==> config.mk <==
export PLATFORM = sky130hd
export DESIGN_NAME = avm_muldiv
export DESIGN_NICKNAME = d
export VERILOG_FILES = /design/src/sv/avm_pkg.sv /design/src/sv/avm_muldiv.sv
export SDC_FILE = /design/constraint.sdc
export NUM_CORES = 2
export LEC_CHECK = 0
export ABC_AREA = 1
export BUFFER_PORTS_ARGS = -buffer_cell sky130_fd_sc_hd__buf_2
export CELL_PAD_IN_SITES_DETAIL_PLACEMENT = 0
export CELL_PAD_IN_SITES_GLOBAL_PLACEMENT = 1
export CORE_MARGIN = 1.5
export CORE_UTILIZATION = 35
export DETAILED_ROUTE_END_ITERATION = 12
export PLACE_DENSITY_LB_ADDON = 0.1
export SETUP_SLACK_MARGIN = 0.3
export SYNTH_ARGS = -nofsm -noshare
export SYNTH_HDL_FRONTEND = slang
export SYNTH_SLANG_ARGS = --single-unit
==> constraint.sdc <==
create_clock -name aclk -period 13.7 [get_ports aclk]
set_clock_uncertainty 0.2 [all_clocks]
set_input_delay 2.74 -clock aclk [delete_from_list [all_inputs] [get_ports aclk]]
set_output_delay 2.74 -clock aclk [all_outputs]
set_load 0.01 [all_outputs]
==> src/sv/avm_pkg.sv <==
// Shared types and constants for the accumulator/stack VM core.
// Opcodes, status codes, configuration indexes and the mul/div unit opcode.
// No dependencies.
package avm_pkg;

    localparam logic [5:0] OP_LEA  = 6'd0;
    localparam logic [5:0] OP_LST  = 6'd1;
    localparam logic [5:0] OP_LDA  = 6'd2;
    localparam logic [5:0] OP_LIM  = 6'd3;
    localparam logic [5:0] OP_JMP  = 6'd4;
    localparam logic [5:0] OP_JSR  = 6'd5;
    localparam logic [5:0] OP_BZ   = 6'd6;
    localparam logic [5:0] OP_BNZ  = 6'd7;
    localparam logic [5:0] OP_ENT  = 6'd8;
    localparam logic [5:0] OP_ADJ  = 6'd9;
    localparam logic [5:0] OP_LEV  = 6'd10;
    localparam logic [5:0] OP_LI   = 6'd11;
    localparam logic [5:0] OP_LC   = 6'd12;
    localparam logic [5:0] OP_SI   = 6'd13;
    localparam logic [5:0] OP_SC   = 6'd14;
    localparam logic [5:0] OP_PSH  = 6'd15;
    localparam logic [5:0] OP_OR   = 6'd16;
    localparam logic [5:0] OP_XOR  = 6'd17;
    localparam logic [5:0] OP_AND  = 6'd18;
    localparam logic [5:0] OP_EQ   = 6'd19;
    localparam logic [5:0] OP_NE   = 6'd20;
    localparam logic [5:0] OP_LT   = 6'd21;
    localparam logic [5:0] OP_GT   = 6'd22;
    localparam logic [5:0] OP_LE   = 6'd23;
    localparam logic [5:0] OP_GE   = 6'd24;
    localparam logic [5:0] OP_SHL  = 6'd25;
    localparam logic [5:0] OP_SHR  = 6'd26;
    localparam logic [5:0] OP_ADD  = 6'd27;
    localparam logic [5:0] OP_SUB  = 6'd28;
    localparam logic [5:0] OP_MUL  = 6'd29;
    localparam logic [5:0] OP_DIV  = 6'd30;
    localparam logic [5:0] OP_MOD  = 6'd31;
    localparam logic [5:0] OP_HOST_FIRST = 6'd32;
    localparam logic [5:0] OP_HOST_LAST  = 6'd42;
    localparam logic [5:0] OP_EXIT = 6'd43;

    localparam logic [2:0] ST_RUNNING = 3'd0;
    localparam logic [2:0] ST_EXITED  = 3'd1;
    localparam logic [2:0] ST_BAD_OP  = 3'd2;
    localparam logic [2:0] ST_HOST    = 3'd3;
    localparam logic [2:0] ST_DIV0    = 3'd4;
    localparam logic [2:0] ST_ADDR    = 3'd5;

    localparam logic [2:0] CFG_ENTRY_PC = 3'd0;
    localparam logic [2:0] CFG_ARGC     = 3'd1;
    localparam logic [2:0] CFG_ARGV     = 3'd2;
    localparam logic [2:0] CFG_DATA     = 3'd3;
    localparam logic [2:0] CFG_SYMBOL   = 3'd4;

    typedef logic [1:0] md_op_t;
    localparam md_op_t MD_MUL = 2'd0;
    localparam md_op_t MD_DIV = 2'd1;
    localparam md_op_t MD_REM = 2'd2;

endpackage

==> src/sv/avm_muldiv.sv <==
// Shared iterative multiply/divide unit: 64-bit low product from three
// 32x32 partial products, signed divide/remainder one quotient bit a cycle.
// Depends on avm_pkg.
module avm_muldiv (
    input  logic            aclk,
    input  logic            aresetn,
    input  logic            start,
    input  avm_pkg::md_op_t op,
    input  logic [63:0]     x,
    input  logic [63:0]     y,
    output logic            done,
    output logic [63:0]     result
);
    import avm_pkg::*;

    logic        busy_reg, busy_next;
    logic        done_reg, done_next;
    logic [5:0]  cnt_reg, cnt_next;
    md_op_t      op_reg, op_next;
    logic [63:0] a_reg, a_next;
    logic [63:0] b_reg, b_next;
    logic [63:0] acc_reg, acc_next;
    logic [63:0] quo_reg, quo_next;
    logic        negq_reg, negq_next;
    logic        negr_reg, negr_next;

    logic [31:0] mul_l, mul_r;
    logic [63:0] prod;
    logic [64:0] r_sh, diff;

    always_comb begin
        unique case (cnt_reg[1:0])
            2'd0:    begin mul_l = a_reg[31:0];  mul_r = b_reg[31:0];  end
            2'd1:    begin mul_l = a_reg[31:0];  mul_r = b_reg[63:32]; end
            default: begin mul_l = a_reg[63:32]; mul_r = b_reg[31:0];  end
        endcase
        prod = 64'(mul_l) * 64'(mul_r);
        r_sh = {acc_reg, quo_reg[63]};
        diff = r_sh - {1'b0, b_reg};
    end

    always_comb begin
        busy_next = busy_reg;
        done_next = 1'b0;
        cnt_next  = cnt_reg;
        op_next   = op_reg;
        a_next    = a_reg;
        b_next    = b_reg;
        acc_next  = acc_reg;
        quo_next  = quo_reg;
        negq_next = negq_reg;
        negr_next = negr_reg;
        if (start) begin
            busy_next = 1'b1;
            cnt_next  = '0;
            op_next   = op;
            acc_next  = '0;
            a_next    = x;
            b_next    = y;
            if (op != MD_MUL) begin
                negq_next = x[63] ^ y[63];
                negr_next = x[63];
                quo_next  = x[63] ? (64'd0 - x) : x;
                b_next    = y[63] ? (64'd0 - y) : y;
            end
        end else if (busy_reg) begin
            cnt_next = cnt_reg + 6'd1;
            if (op_reg == MD_MUL) begin
                acc_next = acc_reg + ((cnt_reg == 6'd0) ? prod : {prod[31:0], 32'd0});
                if (cnt_reg == 6'd2) begin
                    busy_next = 1'b0;
                    done_next = 1'b1;
                end
            end else begin
                acc_next = diff[64] ? r_sh[63:0] : diff[63:0];
                quo_next = {quo_reg[62:0], ~diff[64]};
                if (cnt_reg == 6'd63) begin
                    busy_next = 1'b0;
                    done_next = 1'b1;
                end
            end
        end
    end

    always_ff @(posedge aclk) begin
        if (!aresetn) begin
            busy_reg <= 1'b0;
            done_reg <= 1'b0;
        end else begin
            busy_reg <= busy_next;
            done_reg <= done_next;
        end
        cnt_reg  <= cnt_next;
        op_reg   <= op_next;
        a_reg    <= a_next;
        b_reg    <= b_next;
        acc_reg  <= acc_next;
        quo_reg  <= quo_next;
        negq_reg <= negq_next;
        negr_reg <= negr_next;
    end

    always_comb begin
        unique case (op_reg)
            MD_MUL:  result = acc_reg;
            MD_DIV:  result = negq_reg ? (64'd0 - quo_reg) : quo_reg;
            default: result = negr_reg ? (64'd0 - acc_reg) : acc_reg;
        endcase
    end

    assign done = done_reg;

endmodule

==> results.txt <==
CTS Buf Count -> 37
Vias in the first global route -> 61,059
Max-cap violations -> 1
Hold buffer count at cts -> 0
Most used DFF post-synth -> edfxtp_1
Flop-to-flop setup slack -> 1140 ps
Register area share after synthesis -> 0.118
Layout cell share with drive strength beyond 1 -> 0.0699
Failing checks -> capacitance limit
Ys async rst share -> 0
Via-to-Cell Ratio -> 5.36
Yosys cell types -> 66
Initial antenna violation count -> 20
Hold crit path type -> flip-flop to flip-flop
Final period util -> 0.917
Post-Route WL -> 318,000 µm
Max stage delay on crit path -> 700 ps
Nets@finish -> 10,288
Worst Hold Depth -> 2
DRT antenna net count -> 0
Area share of the largest cell type after synthesis -> 0.290
Critical path type -> flip-flop to flip-flop
Critical Path RT -> 14,060 ps
Core box area -> 0.176 mm²
Hpwl dp -> 271,000 µm
Mapped Area -> 0.0620 mm²
Vias -> 60,222
# rows -> 154
Setup TNS -> 0 ps
GRT overflow -> 0
Wire per inst -> 28.3 µm
Max Freq -> 0.0796 GHz
CP dominant cell by count -> fa_1
Synth Register Bits -> 268
Clock buffer depth -> 3
First-pass GRT wire length -> 449,000 µm
CTS tree -> yes
Worst hold endpoint -> cnt_reg[2]
Critical path peak fanout -> 37
Final Hold Fails -> 0
Clk root buf -> clkbuf_16
DR iter-0 viols -> 5,466
Synth cell count leaders -> 1,707 x nand2_1, 1,676 x inv_1, 1,338 x nor2_1
Hold path startpoint -> cnt_reg[2]
Yosys warns -> 0
Syn Area/Cell -> 7.11 µm²
Min Tclk post-route -> 12,560 ps
CP arrival -> 12,910 ps
Worst slew margin -> 0.00979
Synth area leader -> fa_1
Largest cells by area after synthesis -> fa_1 29%, nand2_1 10%, inv_1 10%
Port bufs -> 197
Drt drc -> 0
Met2 Track Usage GR -> 0.598
Die Y-Extent -> 424 µm
Post-Synthesis Cells -> 8,729
Reg clk slew, reported paths -> 60 ps
Met3 Use GR -> 0.0359
Crit-path slowest cell -> ha_2
Setup-failing EPs final -> 0
Worst r2r dst -> acc_reg[49]
Largest net degree at the start of global routing -> 86
Syn nets -> 10,163
Layout area overhead -> 8.93%
Clock Latency Late Sink -> 610 ps
Die area -> 0.180 mm²
All-Layer GR Usage -> 0.351
I/O Pins -> 198
Top-count cell post-synth -> nand2_1
Number of synthesized flops with an enable pin -> 196
Worst reg2reg path depth -> 46
Setup crit start kind -> flip-flop
RR Startpoint -> cnt_reg[1]
Die width -> 424 µm
Met1 Usage GRT -> 0.434
Fin. max-slew vios -> 0
Initial core utilization -> 0.352
H-tree depth -> 2
Critical Path Sink Type -> flip-flop
Post_cts resized -> 0
Clock sinks -> 268
GPL Wtd Cong -> 1.02
Status -> complete, but fails checks
Unrepaired setup endpoints after global routing -> no
Busiest grt layer -> met2
Drt pass-1 iters -> 6
Placed cell count -> 11,155
Non-Filler Instances -> 11,238
Postcts setup bufs -> 0
Worst-Margin Slew -> 1480 ps
## worst max-delay path, delay by kind of cell, from the launching register on
family,cells,cell delay [ps]
adder cells (fa/ha/maj),11,5770
flip-flops,1,330
AND/OR/NAND/NOR,16,2770
AO/OA/AOI/OAI,7,1360
buffers and inverters,12,2010
## layout make-up
type,count,area [µm²]
multi-input combinational,6465,47300
inverter,1709,6420
fill,19270,109000
antenna,16,40.0
sequential,268,7330
timing repair buffer,373,2330
tap,2340,2930
clock inverter,26,277
clock buffer,41,941
## cells by family (layout without fill, tap and decap cells)
group / Yosys count / count (layout) / synth area share
buffers and inverters: 1996 / 2149 / 0.122
XOR/XNOR: 223 / 223 / 0.0315
multiplexers: 2 / 2 / 0.000323
AND/OR/NAND/NOR: 3778 / 3778 / 0.252
flip-flops: 268 / 268 / 0.118
other: 0 / 16 / 0
AO/OA/AOI/OAI: 1161 / 1161 / 0.105
adder cells (fa/ha/maj): 1301 / 1301 / 0.371
## placed cells by master (no fill, tap or decap), types with 7 or more instances in the layout
master	n
o21ai_0	413
nor3_2	7
nand4_1	67
inv_2	12
a21boi_0	15
a21oi_1	379
o21ai_2	41
a31oi_1	45
nor2_1	1334
nand3b_1	15
o21a_1	8
o31ai_1	9
xnor2_1	83
buf_2	196
nor2_2	13
clkinv_1	25
fa_1	898
o21ai_1	56
nor3_1	92
a21o_1	29
clkbuf_16	37
o211ai_1	67
edfxtp_1	196
inv_1	1672
xor2_1	140
or2_2	55
nand3_2	7
o21bai_1	52
nand3_1	369
ha_1	402
dfxtp_1	71
o311ai_0	13
nor2_4	11
and3_1	8
nand2_1	1707
nor4_1	52
diode_2	16
buf_4	175
o221ai_1	11
nand2_2	18
## stage by stage
stage	cell area, µm²	worst slack (ps)	util	hold WS, ps
2_1_floorplan	62000	4180	-	265
3_3_place_gp	66300	1240	0.377	286
3_5_place_dp	66300	1300	0.377	292
4_1_cts	67500	1250	0.384	304
5_1_grt	67600	634	0.384	335
6_report	67600	1140	0.384	309
## how the worst max path moves through the flow
| stage | from | endpoint | depth (start not counted) |
|---|---|---|---|
| floorplan | cnt_reg[0] | acc_reg[60] | 47 |
| global placement | cnt_reg[1] | acc_reg[61] | 45 |
| detailed placement | cnt_reg[1] | acc_reg[43] | 43 |
| CTS | cnt_reg[1] | acc_reg[43] | 42 |
| global route | cnt_reg[1] | acc_reg[49] | 44 |
| finish | cnt_reg[1] | acc_reg[49] | 46 |
## per-layer routing
layer / up-vias / part of all wire
li1: 27408 / -
met2: 2258 / 0.48
met1: 29976 / 0.40
met3: 580 / 0.054
met4: 0 / 0.066
met5: - / 0
Power is left out: the tool's default activity adds up to more than one toggle a clock period on the data nets, which glitch-free logic cannot reach.
